$ cat src/hw/rtl/rpnb_pkg.sv
// rpnb_pkg: shared types and constants for the nearest button box picker.
// Used by rpnb_div and ray_pick_nearest_button_box; depends on nothing.
package rpnb_pkg;

	localparam int MAX_BUTTONS = 16;
	localparam int CNT_W       = 5;
	localparam int IDX_W       = 4;
	localparam int NUM_W       = 42;
	localparam int QW          = 32;

	localparam logic signed [QW-1:0] DIST_MAX = 32'sh7FFF_FFFF;
	localparam logic signed [QW-1:0] DIST_MIN = 32'sh8000_0000;
	localparam logic signed [QW-1:0] NEG_ONE  = -32'sd65536;

	typedef enum logic [2:0] {
		REG_OFFSET_X   = 3'd0,
		REG_OFFSET_Y   = 3'd1,
		REG_OFFSET_Z   = 3'd2,
		REG_ROW_DIR_X  = 3'd3,
		REG_ROW_DIR_Y  = 3'd4,
		REG_ROW_DIR_Z  = 3'd5,
		REG_PITCH      = 3'd6,
		REG_HALF_SIZE  = 3'd7
	} reg_idx_t;

	typedef enum logic [2:0] {
		S_IDLE,
		S_RP,
		S_MUL,
		S_CTR,
		S_NUM,
		S_DIV,
		S_ACC,
		S_DONE
	} state_t;

	typedef struct packed {
		logic                    start;
		logic signed [NUM_W-1:0] num;
		logic signed [QW-1:0]    den;
	} div_req_t;

	typedef struct packed {
		logic                 done;
		logic signed [QW-1:0] quot;
	} div_rsp_t;

endpackage

$ cat src/hw/rtl/ray_pick_nearest_button_box.sv
// ray_pick_nearest_button_box: nearest button cube hit by a ray, slab test in Q16.16.
// Depends on rpnb_pkg and rpnb_div.
//
// Request channel: req_valid/req_stall carry the device origin, ray origin, ray direction
// and button count. A transaction is taken when req_valid is high and req_stall low;
// req_stall stays high from then until the result has been loaded into the response
// register. Response channel: rsp_valid/rsp_stall carry hit, button_index, hit_distance;
// the register holds while rsp_stall is high, and a new request may be taken meanwhile.
// Steps: row products for the three axes, then per button and axis the offset product,
// the slab bounds and two divisions through the one shared divider (both skipped when
// the direction component is zero), then the response load. A count of zero goes from
// the transaction straight to the response load. One request is in flight at a time;
// the next is taken the cycle after the response loads.
// Write registers over the APB port only while idle; pready is always high.
// Reset: asynchronous, active low; clears the sequencer and response valid and
// restores register defaults (row direction x = 1.0, all else 0).
module ray_pick_nearest_button_box (
	input  logic               clk,
	input  logic               arst_n,
	input  logic               psel,
	input  logic               penable,
	input  logic               pwrite,
	input  logic [4:0]         paddr,
	input  logic [31:0]        pwdata,
	output logic [31:0]        prdata,
	output logic               pready,
	input  logic               req_valid,
	output logic               req_stall,
	input  logic signed [31:0] device_x,
	input  logic signed [31:0] device_y,
	input  logic signed [31:0] device_z,
	input  logic signed [31:0] ray_org_x,
	input  logic signed [31:0] ray_org_y,
	input  logic signed [31:0] ray_org_z,
	input  logic signed [31:0] ray_dir_x,
	input  logic signed [31:0] ray_dir_y,
	input  logic signed [31:0] ray_dir_z,
	input  logic [4:0]         button_count,
	output logic               rsp_valid,
	input  logic               rsp_stall,
	output logic               hit,
	output logic [3:0]         button_index,
	output logic [30:0]        hit_distance
);
	import rpnb_pkg::*;

	state_t state_q, state_d;

	logic signed [31:0] offset_q [3];
	logic signed [17:0] row_dir_q [3];
	logic [30:0]        pitch_q;
	logic [30:0]        half_q;

	logic signed [32:0] base_q [3];
	logic signed [31:0] org_q [3];
	logic signed [31:0] dir_q [3];
	logic signed [49:0] rp_q [3];
	logic signed [55:0] prod_q;
	logic signed [40:0] lo_q, hi_q;
	logic signed [QW-1:0] l1_q, l2_q, lmin_q, lmax_q, best_q;
	logic               hit_q;
	logic [IDX_W-1:0]   idx_q;

	logic [CNT_W-1:0]   n_q, b_q;
	logic signed [5:0]  k_q;
	logic [1:0]         axis_q;
	logic               phase_q;

	logic               rsp_valid_q;
	logic               hit_out_q;
	logic [3:0]         idx_out_q;
	logic [30:0]        dist_out_q;

	logic [CNT_W-1:0]   n_sat;
	logic               accept;
	logic               out_free;
	logic               dir_zero;
	logic signed [39:0] ctr;
	logic signed [40:0] org_ext;
	logic signed [40:0] bound;
	logic signed [QW-1:0] new_min, new_max;
	logic               last_axis, last_button, cube_hit;
	reg_idx_t           widx;

	div_req_t div_req;
	div_rsp_t div_rsp;

	rpnb_div u_div (
		.clk    (clk),
		.arst_n (arst_n),
		.req    (div_req),
		.rsp    (div_rsp)
	);

	assign n_sat      = (button_count > CNT_W'(MAX_BUTTONS)) ? CNT_W'(MAX_BUTTONS) : button_count;
	assign accept     = req_valid && !req_stall;
	assign out_free   = !rsp_valid_q || !rsp_stall;
	assign dir_zero   = dir_q[axis_q] == 32'sd0;
	assign ctr        = {{7{base_q[axis_q][32]}}, base_q[axis_q]} + {prod_q[55], prod_q[55:17]};
	assign org_ext    = {{9{org_q[axis_q][31]}}, org_q[axis_q]};
	assign bound      = (phase_q ^ dir_q[axis_q][31]) ? hi_q : lo_q;
	assign new_min    = (l1_q > lmin_q) ? l1_q : lmin_q;
	assign new_max    = (l2_q < lmax_q) ? l2_q : lmax_q;
	assign last_axis  = axis_q == 2'd2;
	assign last_button = b_q == n_q - CNT_W'(1);
	assign cube_hit   = new_min < new_max;
	assign widx       = reg_idx_t'(paddr[4:2]);

	always_comb begin
		state_d = state_q;
		case (state_q)
			S_IDLE: if (accept) state_d = (n_sat == '0) ? S_DONE : S_RP;
			S_RP:   if (last_axis) state_d = S_MUL;
			S_MUL:  state_d = S_CTR;
			S_CTR:  state_d = S_NUM;
			S_NUM:  state_d = dir_zero ? S_ACC : S_DIV;
			S_DIV:  if (div_rsp.done) state_d = phase_q ? S_ACC : S_NUM;
			S_ACC:  state_d = (last_axis && last_button) ? S_DONE : S_MUL;
			S_DONE: if (out_free) state_d = S_IDLE;
			default: state_d = S_IDLE;
		endcase
	end

	always_comb begin
		req_stall     = state_q != S_IDLE;
		div_req.start = state_q == S_NUM && !dir_zero;
		div_req.num   = NUM_W'(bound) - NUM_W'(org_ext);
		div_req.den   = dir_q[axis_q];
		pready        = 1'b1;
		rsp_valid     = rsp_valid_q;
		hit           = hit_out_q;
		button_index  = idx_out_q;
		hit_distance  = dist_out_q;
	end

	always_comb begin
		case (widx)
			REG_OFFSET_X:  prdata = offset_q[0];
			REG_OFFSET_Y:  prdata = offset_q[1];
			REG_OFFSET_Z:  prdata = offset_q[2];
			REG_ROW_DIR_X: prdata = {14'b0, row_dir_q[0]};
			REG_ROW_DIR_Y: prdata = {14'b0, row_dir_q[1]};
			REG_ROW_DIR_Z: prdata = {14'b0, row_dir_q[2]};
			REG_PITCH:     prdata = {1'b0, pitch_q};
			REG_HALF_SIZE: prdata = {1'b0, half_q};
			default:       prdata = '0;
		endcase
	end

	always_ff @(posedge clk or negedge arst_n) begin
		if (!arst_n) begin
			offset_q[0]  <= '0;
			offset_q[1]  <= '0;
			offset_q[2]  <= '0;
			row_dir_q[0] <= 18'sd65536;
			row_dir_q[1] <= '0;
			row_dir_q[2] <= '0;
			pitch_q      <= '0;
			half_q       <= '0;
		end else if (psel && penable && pwrite) begin
			case (widx)
				REG_OFFSET_X:  offset_q[0]  <= pwdata;
				REG_OFFSET_Y:  offset_q[1]  <= pwdata;
				REG_OFFSET_Z:  offset_q[2]  <= pwdata;
				REG_ROW_DIR_X: row_dir_q[0] <= pwdata[17:0];
				REG_ROW_DIR_Y: row_dir_q[1] <= pwdata[17:0];
				REG_ROW_DIR_Z: row_dir_q[2] <= pwdata[17:0];
				REG_PITCH:     pitch_q      <= pwdata[30:0];
				REG_HALF_SIZE: half_q       <= pwdata[30:0];
				default: ;
			endcase
		end
	end

	always_ff @(posedge clk or negedge arst_n) begin
		if (!arst_n) begin
			state_q     <= S_IDLE;
			rsp_valid_q <= 1'b0;
			n_q         <= '0;
			b_q         <= '0;
			k_q         <= '0;
			axis_q      <= '0;
			phase_q     <= 1'b0;
		end else begin
			state_q <= state_d;
			if (state_q == S_DONE && out_free) begin
				rsp_valid_q <= 1'b1;
			end else if (!rsp_stall) begin
				rsp_valid_q <= 1'b0;
			end
			case (state_q)
				S_IDLE: if (accept) begin
					n_q    <= n_sat;
					b_q    <= '0;
					k_q    <= 6'sd1 - $signed({1'b0, n_sat});
					axis_q <= '0;
				end
				S_RP:  axis_q <= last_axis ? 2'd0 : axis_q + 2'd1;
				S_CTR: phase_q <= 1'b0;
				S_DIV: if (div_rsp.done) phase_q <= 1'b1;
				S_ACC: begin
					if (last_axis) begin
						axis_q <= '0;
						b_q    <= b_q + CNT_W'(1);
						k_q    <= k_q + 6'sd2;
					end else begin
						axis_q <= axis_q + 2'd1;
					end
				end
				default: ;
			endcase
		end
	end

	always_ff @(posedge clk) begin
		case (state_q)
			S_IDLE: if (accept) begin
				base_q[0] <= 33'(device_x) + 33'(offset_q[0]);
				base_q[1] <= 33'(device_y) + 33'(offset_q[1]);
				base_q[2] <= 33'(device_z) + 33'(offset_q[2]);
				org_q[0]  <= ray_org_x;
				org_q[1]  <= ray_org_y;
				org_q[2]  <= ray_org_z;
				dir_q[0]  <= ray_dir_x;
				dir_q[1]  <= ray_dir_y;
				dir_q[2]  <= ray_dir_z;
				best_q    <= DIST_MAX;
				hit_q     <= 1'b0;
				idx_q     <= '0;
				lmin_q    <= '0;
				lmax_q    <= DIST_MAX;
			end
			S_RP:  rp_q[axis_q] <= 50'(row_dir_q[axis_q]) * 50'($signed({1'b0, pitch_q}));
			S_MUL: prod_q <= 56'(rp_q[axis_q]) * 56'(k_q);
			S_CTR: begin
				lo_q <= 41'(ctr) - $signed({10'b0, half_q});
				hi_q <= 41'(ctr) + $signed({10'b0, half_q});
			end
			S_NUM: if (dir_zero) begin
				if (lo_q <= org_ext && org_ext < hi_q) begin
					l1_q <= '0;
					l2_q <= best_q;
				end else begin
					l1_q <= NEG_ONE;
					l2_q <= NEG_ONE;
				end
			end
			S_DIV: if (div_rsp.done) begin
				if (phase_q) l2_q <= div_rsp.quot;
				else         l1_q <= div_rsp.quot;
			end
			S_ACC: begin
				if (last_axis) begin
					lmin_q <= '0;
					if (cube_hit) begin
						best_q <= new_min;
						hit_q  <= 1'b1;
						idx_q  <= b_q[IDX_W-1:0];
						lmax_q <= new_min;
					end else begin
						lmax_q <= best_q;
					end
				end else begin
					lmin_q <= new_min;
					lmax_q <= new_max;
				end
			end
			S_DONE: if (out_free) begin
				hit_out_q  <= hit_q;
				idx_out_q  <= hit_q ? idx_q : 4'd0;
				dist_out_q <= best_q[30:0];
			end
			default: ;
		endcase
	end

	a_div_dir_nonzero: assert property (@(posedge clk) disable iff (!arst_n)
		state_q == S_DIV |-> !dir_zero) else $error("division on a zero direction");
	a_best_nonneg: assert property (@(posedge clk) disable iff (!arst_n)
		state_q != S_IDLE |-> !best_q[31]) else $error("best distance negative");
	a_hit_below_max: assert property (@(posedge clk) disable iff (!arst_n)
		state_q != S_IDLE && hit_q |-> best_q != DIST_MAX) else $error("hit at max distance");
	a_axis_range: assert property (@(posedge clk) disable iff (!arst_n)
		axis_q != 2'd3) else $error("axis counter out of range");

endmodule

$ cat src/hw/rtl/rpnb_div.sv
// rpnb_div: shared radix-2 divider, Q16.16 quotient num*2^16/den, truncated, saturated.
// Depends on rpnb_pkg.
module rpnb_div (
	input  logic                clk,
	input  logic                arst_n,
	input  rpnb_pkg::div_req_t  req,
	output rpnb_pkg::div_rsp_t  rsp
);
	import rpnb_pkg::*;

	logic              busy_q;
	logic              done_q;
	logic [4:0]        cnt_q;
	logic [QW:0]       rem_q;
	logic [QW-1:0]     q_q;
	logic [QW-1:0]     dmag_q;
	logic              neg_q;
	logic              ovf_q;

	logic [NUM_W-1:0]  mag;
	logic [QW-1:0]     dmag;
	logic [25:0]       high;
	logic [QW:0]       trial;
	logic              ge;

	assign mag   = req.num[NUM_W-1] ? NUM_W'(-req.num) : NUM_W'(req.num);
	assign dmag  = req.den[QW-1] ? QW'(-req.den) : QW'(req.den);
	assign high  = mag[NUM_W-1:16];
	assign trial = {rem_q[QW-1:0], q_q[QW-1]};
	assign ge    = trial >= {1'b0, dmag_q};

	always_ff @(posedge clk or negedge arst_n) begin
		if (!arst_n) begin
			busy_q <= 1'b0;
			done_q <= 1'b0;
			cnt_q  <= '0;
		end else begin
			done_q <= 1'b0;
			if (req.start && !busy_q) begin
				busy_q <= 1'b1;
				cnt_q  <= 5'd31;
			end else if (busy_q) begin
				cnt_q <= cnt_q - 5'd1;
				if (cnt_q == 5'd0) begin
					busy_q <= 1'b0;
					done_q <= 1'b1;
				end
			end
		end
	end

	always_ff @(posedge clk) begin
		if (req.start && !busy_q) begin
			dmag_q <= dmag;
			neg_q  <= req.num[NUM_W-1] ^ req.den[QW-1];
			ovf_q  <= {6'b0, high} >= dmag;
			rem_q  <= {7'b0, high};
			q_q    <= {mag[15:0], 16'h0};
		end else if (busy_q) begin
			rem_q <= ge ? (trial - {1'b0, dmag_q}) : trial;
			q_q   <= {q_q[QW-2:0], ge};
		end
	end

	always_comb begin
		rsp.done = done_q;
		if (!neg_q) begin
			rsp.quot = (ovf_q || q_q[QW-1]) ? DIST_MAX : $signed(q_q);
		end else begin
			rsp.quot = (ovf_q || q_q > 32'h8000_0000) ? DIST_MIN : $signed(-q_q);
		end
	end

	a_start_idle: assert property (@(posedge clk) disable iff (!arst_n)
		req.start |-> !busy_q) else $error("divider started while busy");
	a_done_after_busy: assert property (@(posedge clk) disable iff (!arst_n)
		done_q |-> $past(busy_q) && !busy_q) else $error("done without a finished division");
	a_last_step: assert property (@(posedge clk) disable iff (!arst_n)
		busy_q && cnt_q == 5'd0 |=> done_q) else $error("division did not finish");

endmodule
$ cat config.mk
export PLATFORM = sky130hd
export DESIGN_NAME = ray_pick_nearest_button_box
export DESIGN_NICKNAME = d
export VERILOG_FILES = /design/src/hw/rtl/rpnb_pkg.sv /design/src/hw/rtl/ray_pick_nearest_button_box.sv /design/src/hw/rtl/rpnb_div.sv
export SDC_FILE = /design/constraint.sdc
export NUM_CORES = 2
export LEC_CHECK = 0
export ABC_CLOCK_PERIOD_IN_PS = 11300
export BUFFER_PORTS_ARGS = -buffer_cell sky130_fd_sc_hd__buf_2
export CAP_MARGIN = 5
export CORE_MARGIN = 2
export CORE_UTILIZATION = 50
export DETAILED_ROUTE_END_ITERATION = 6
export PLACE_DENSITY = 0.78
export SYNTH_ARGS = -nofsm -noshare
export SYNTH_HDL_FRONTEND = slang
export SYNTH_SLANG_ARGS = --single-unit
$ cat constraint.sdc
create_clock -name clk -period 11.3 [get_ports clk]
set_input_delay 1.13 -clock clk [delete_from_list [all_inputs] [get_ports clk]]
set_output_delay 1.13 -clock clk [all_outputs]
set_load 0.02 [all_outputs]
Word-level counts from Yosys, hierarchy flattened
Memories as Yosys holds them, arrays and structs flattened.
Cells that the tools add are included.
Word-level totals
  bits of input ports: 337
  RAM bits: 441
  bits in registers: 679
  memories kept: 4
  output and inout bits: 71
  logic and storage cells: 226
Memories
  rp_q: words 3, bits a word 50, read ports 1, clocked after memory_dff 0, wr ports 1, line ray_pick_nearest_button_box.sv:57  | logic signed [49:0] rp_q [3];
  base_q: words 3, bits a word 33, read ports 1, clocked after memory_dff 0, wr ports 3, line ray_pick_nearest_button_box.sv:54  | logic signed [32:0] base_q [3];
  dir_q: words 3, bits a word 32, read ports 1, clocked after memory_dff 0, wr ports 3, line ray_pick_nearest_button_box.sv:56  | logic signed [31:0] dir_q [3];
  org_q: words 3, bits a word 32, read ports 1, clocked after memory_dff 0, wr ports 3, line ray_pick_nearest_button_box.sv:55  | logic signed [31:0] org_q [3];
Cells by class
  mux-type cells: 80
  $mul: 2
  reductions and logical operators: 46
  equal/unequal tests: 26
  magnitude comparators: 10
  bitwise operators: 3
  $add $sub $neg: 17
Operator list (number)
  two-way mux 32 bit: 23
  case mux 32 bit (2 select lines): 5
  case mux 32 bit (8 select lines): 1
  adder 32 x 32 -> 33 bit: 3
  < comparator 32 bit: 2
  negator 32 bit: 2
  multiplier 50 x 6 -> 56 bit: 1
  two-way mux 26 bit: 2
  multiplier 18 x 32 -> 50 bit: 1
  two-way mux 42 bit: 1
  negator 42 bit: 1
  subtractor 41 x 32 -> 42 bit: 1
  adder 40 x 32 -> 41 bit: 1
  <= comparator 41 x 32 -> 1 bit: 1
  < comparator 32 x 41 -> 1 bit: 1
  two-way mux 41 bit: 1
  subtractor 40 x 32 -> 41 bit: 1
  adder 33 x 39 -> 40 bit: 1
  binary-select mux 18 bit (select 2 bit): 1
  two-way mux 18 bit: 2
  greater-or-equal comparator 33 x 32 -> 1 bit: 1
  greater-or-equal comparator 26 x 32 -> 1 bit: 1
  greater-than comparator 32 bit: 1
  greater-than comparator 32 bit (second input constant): 1
  other kinds (41): 128

Longest topological paths before layout
  depth in word-level cells: 7
  depth in mapped cells: 40
  gate-level depth less buffers: 29

Modules after synthesis
From an unflattened synthesis, not the netlist that was laid out.
Second synthesis, totals
  cell total of the unflattened synthesis: 9196
  area total of the unflattened synthesis: 91786.8 um^2
Modules (own cells, without submodules)
  ray_pick_nearest_button_box: instances 1, cells an instance 8064, area an instance 82586.7 um^2
  rpnb_div: instances 1, cells an instance 1132, area an instance 9200.1 um^2

Worst setup path after synthesis
No wires, ideal clock.
  kind: input to register
  start: input port req_valid
  end: register k_q[2]
  arrival: 10.160 ns
  setup time: 0.177 ns
  cell stages on the path: 6
  buffers on the path: 0
  setup slack: 0.964 ns
  path through: nand2_1 > clkinv_1 > nor2_1 > inv_1 > nor2_1 > a31oi_1
On the way
  word-level cells in the longest chain between the ends: 3
RTL lines
  start, declared: line ray_pick_nearest_button_box.sv:27  | input logic req_valid,
  logical AND 1 bit: line ray_pick_nearest_button_box.sv:96  | assign accept = req_valid && !req_stall;
  != test 2 bit (no source line)
  AND reduction 3 bit (no source line)
  end signal, assigned: line ray_pick_nearest_button_box.sv:195  | k_q <= 6'sd1 - $signed({1'b0, n_sat});
  end signal, assigned: line ray_pick_nearest_button_box.sv:205  | k_q <= k_q + 6'sd2;
  end, declared: line ray_pick_nearest_button_box.sv:65  | logic signed [5:0] k_q;
Every way passes these cells.
A chain may end at the register's enable or synchronous reset.

Worst setup path in the final report
  start: register axis_q[1]
  end: memory rp_q[1][49] (data pin)
On the way
  word-level cells in the longest chain between the ends: 5
RTL lines
  start, declared: line ray_pick_nearest_button_box.sv:66  | logic [1:0] axis_q;
  start signal, assigned: line ray_pick_nearest_button_box.sv:198  | S_RP: axis_q <= last_axis ? 2'd0 : axis_q + 2'd1;
  start signal, assigned: line ray_pick_nearest_button_box.sv:207  | axis_q <= axis_q + 2'd1;
  inverter 2 -> 3 bit (implied by the code): line ray_pick_nearest_button_box.sv:233  | S_RP: rp_q[axis_q] <= 50'(row_dir_q[axis_q]) * 50'($signed({1'b0, pitch_q}));
  binary-select mux 18 bit (select 2 bit): line ray_pick_nearest_button_box.sv:233
  two-way mux 18 bit (implied by the code) (2 in a row): line ray_pick_nearest_button_box.sv:233
  multiplier 18 x 32 -> 50 bit: line ray_pick_nearest_button_box.sv:233
  end, declared: line ray_pick_nearest_button_box.sv:57
Every way passes these cells. The select of a mux whose other input is x is not followed.

==> results.json <==
{
  "finalInstanceArea_um2": 100200,
  "dominantRegCellSynth": "edfxtp_1",
  "coreArea_um2": 182500,
  "rows": 157,
  "ys_ff_latch": 1102,
  "critPathBufInv": 4,
  "firstDrtPassIters": 6,
  "start_kind": "flop",
  "post_cts_buffers": 0,
  "place_congestion": 1.040,
  "final-hold-violation-count": 0,
  "finalNetCount": 11216,
  "yosysSeqAreaShare": 0.3455,
  "synth.area.top_cells": "edfxtp_1 (27%), fa_1 (15%), ha_1 (10%)",
  "syn_nets": 10982,
  "reg2reg_depth": 26,
  "cp.required_ns": 11.82,
  "crit_arrival_ns": 10.15,
  "syn_area_um2": 91630,
  "worstPathMaxFanout": 23,
  "track_usage": 0.2813,
  "holdCritPathClass": "input port to async pin",
  "die_h_um": 432.1,
  "r2r_start": "axis_q[1]",
  "drt_wl_total_um": 265300,
  "postRouteAntennaNets": 0,
  "rsz0062_at_grt": "false",
  "io_pins": 408,
  "drive_gt1_frac": 0.1103,
  "die_x_um": 432.1,
  "tightest_slew_ns": 1.228,
  "reg2reg_slack_ns": 1.67,
  "synth_edf_count": 838,
  "grt_pass1_vias": 70746,
  "place_hpwl_um": 204000,
  "wl_per_cell_um": 22.16,
  "cp_slowest_cell": "dfrtp_4",
  "finClkSkew_ns": 0.07349,
  "max_freq_mhz": 103.9,
  "ctsResizeCount": 0,
  "synthArstFlopShare": 0.2196,
  "status": "completed",
  "setup_slack_ns": 1.672,
  "cts_buffers": 114,
  "cts.sinks": 1102,
  "setup_tns_ns": 0,
  "crit_path_max_incr_delay_ns": 0.84,
  "clkSlewWorstSetupHoldPaths_ns": 0.06,
  "setup_viol": 0,
  "syn_area_per_cell_um2": 9.931,
  "cts_max_path_buffers": 3,
  "antenna_found_initial": 42,
  "portBuffers": 404,
  "fin_crit_ns": 9.628,
  "reg2reg_to": "rp_q[1][49]",
  "netlist-cell-type-count": 94,
  "yosys_warnings": 0,
  "grt_pass1_wl_um": 407000,
  "cts-root-buf": "clkbuf_16",
  "vias": 70498,
  "relSlewSlack": 0.1792,
  "pre_cts_ws_ns": 1.847,
  "end_kind": "flop",
  "initial_core_util": 0.5021,
  "drtIter0Drc": 6820,
  "vias_per_cell": 5.888,
  "clock_latency_ns": 0.80,
  "grt_max_degree": 160,
  "grt_overflow": 0,
  "yosysTopAreaCell": "edfxtp_1",
  "die-area_um2": 186700,
  "drc": 0,
  "hold_buffers": 0,
  "area_delta_synth_final_pct": 9.407,
  "cts_tree": "built",
  "cp_top_family": "adder cells",
  "placed_area_um2": 96290,
  "htreeDepth": 3,
  "netlist_instances": 9227,
  "drv_slew": 0,
  "drv_cap": 0,
  "finalCritPeriodShare": 0.8520,
  "worst_path_most_repeated_cell": "fa_1",
  "synth.top_cell.area_share": 0.2746,
  "critPathKind": "flop to flop"
}
## synth_stat cells, types with 24 or more instances
library cell and n:
a211oi_1 49, a21o_1 188, a21oi_1 504, a31oi_1 54, and2_1 183, and3_1 42, buf_1 29, clkbuf_1 351
dfrtp_1 241, edfxtp_1 838, fa_1 673, ha_1 745, inv_1 1111, mux2_2 230, mux2i_1 239, nand2_1 1224
nand2b_1 87, nand3_1 93, nand4_1 66, nor2_1 447, nor2b_1 116, nor3_1 96, o211ai_1 39, o21a_1 142
o21ai_0 486, o21bai_1 76, o22ai_1 36, o31ai_1 24, or2_2 36, or3_1 30, xnor2_1 268, xor2_1 115
## how the worst max path moves through the flow
| stage | startpoint | endpoint | depth (start not counted) | slack (ns) |
|---|---|---|---|---|
| 2_1_floorplan | req_valid | k_q[2] | 6 | 0.96 |
| 3_3_place_gp | axis_q[1] | rp_q[2][49] | 27 | 1.94 |
| 3_5_place_dp | axis_q[1] | rp_q[1][49] | 26 | 1.85 |
| 4_1_cts | axis_q[1] | rp_q[1][49] | 26 | 1.88 |
| 5_1_grt | axis_q[1] | rp_q[2][49] | 26 | 1.32 |
| 6_report | axis_q[1] | rp_q[1][49] | 26 | 1.67 |
## logic make-up after synthesis
| family | synth area share |
|---|---|
| other | 0.00004093 |
| DFF | 0.3455 |
| adders and majority gates | 0.2488 |
| muxes | 0.05708 |
| AOI/OAI and AO/OA | 0.1234 |
| and+or+nand+nor | 0.1266 |
| buffers and inverters | 0.06193 |
| xor gates and xnor gates | 0.03661 |
## state kept, by name, indices dropped and copies added (netlist names), 39 cells and up
| register | flops |
|---|---|
| base_q | 99 |
| hi_q | 40 |
| rp_q | 150 |
| dir_q | 96 |
| offset_q | 96 |
| lo_q | 41 |
| prod_q | 39 |
| org_q | 96 |
| row_dir_q | 54 |
## cell usage in the layout (no fill, tap or decap), types with 29 or more instances in the layout
cell       netlist  layout
xnor2_1        268     267
o21ai_0        486     467
nor2b_1        116     115
xor2_1         115     115
buf_2           10     402
nand2b_1        87      87
clkbuf_1       351      29
inv_1         1111    1108
ha_1           745     745
clkinv_2         0      30
o21bai_1        76      76
a211oi_1        49      49
nor2_1         447     443
mux2_2         230     230
edfxtp_1       838     838
or3_1           30      30
o22ai_1         36      35
clkbuf_16        0     118
nand3_1         93      93
a21o_1         188     188
o211ai_1        39      39
nor3_1          96      91
dfrtp_1        241     238
or2_2           36      36
and2_1         183     183
and3_1          42      42
buf_4            1     106
a31oi_1         54      54
a21oi_1        504     498
nand4_1         66      66
fa_1           673     673
nand2_1       1224    1223
mux2i_1        239     238
o21a_1         142     142
## final cells by class
| cell class | instances | area [µm²] |
|---|---|---|
| inverter | 1112 | 4182 |
| timing repair buffer | 511 | 2863 |
| antenna | 27 | 67.56 |
| clock inverter | 64 | 760.7 |
| sequential | 1102 | 31670 |
| tap | 2385 | 2984 |
| multi-input combinational | 6620 | 54590 |
| fill | 15494 | 82240 |
| clock buffer | 152 | 3131 |
## through the flow
| stage | hold WS [ns] | instances | utilization |
|---|---|---|---|
| after floorplan | 0.4264 | 9227 | - |
| after global placement | 0.4718 | 11730 | 0.5276 |
| after detailed placement | 0.4797 | 11730 | 0.5276 |
| after CTS | 0.3903 | 11946 | 0.5490 |
| after global routing | 0.4014 | 11966 | 0.5492 |
| final | 0.3021 | 11973 | 0.5493 |
## per-layer routing
metal,track usage,routed length (µm),up-vias
li1,-,-,31967
met5,0,78,-
met2,0.4560,123600,3193
met1,0.3613,103800,34662
met3,0.05111,23010,664
met4,0.1430,14760,12
Power is not shown: default switching activity piles up to over one toggle a cycle in this logic, so the estimate is an artifact.
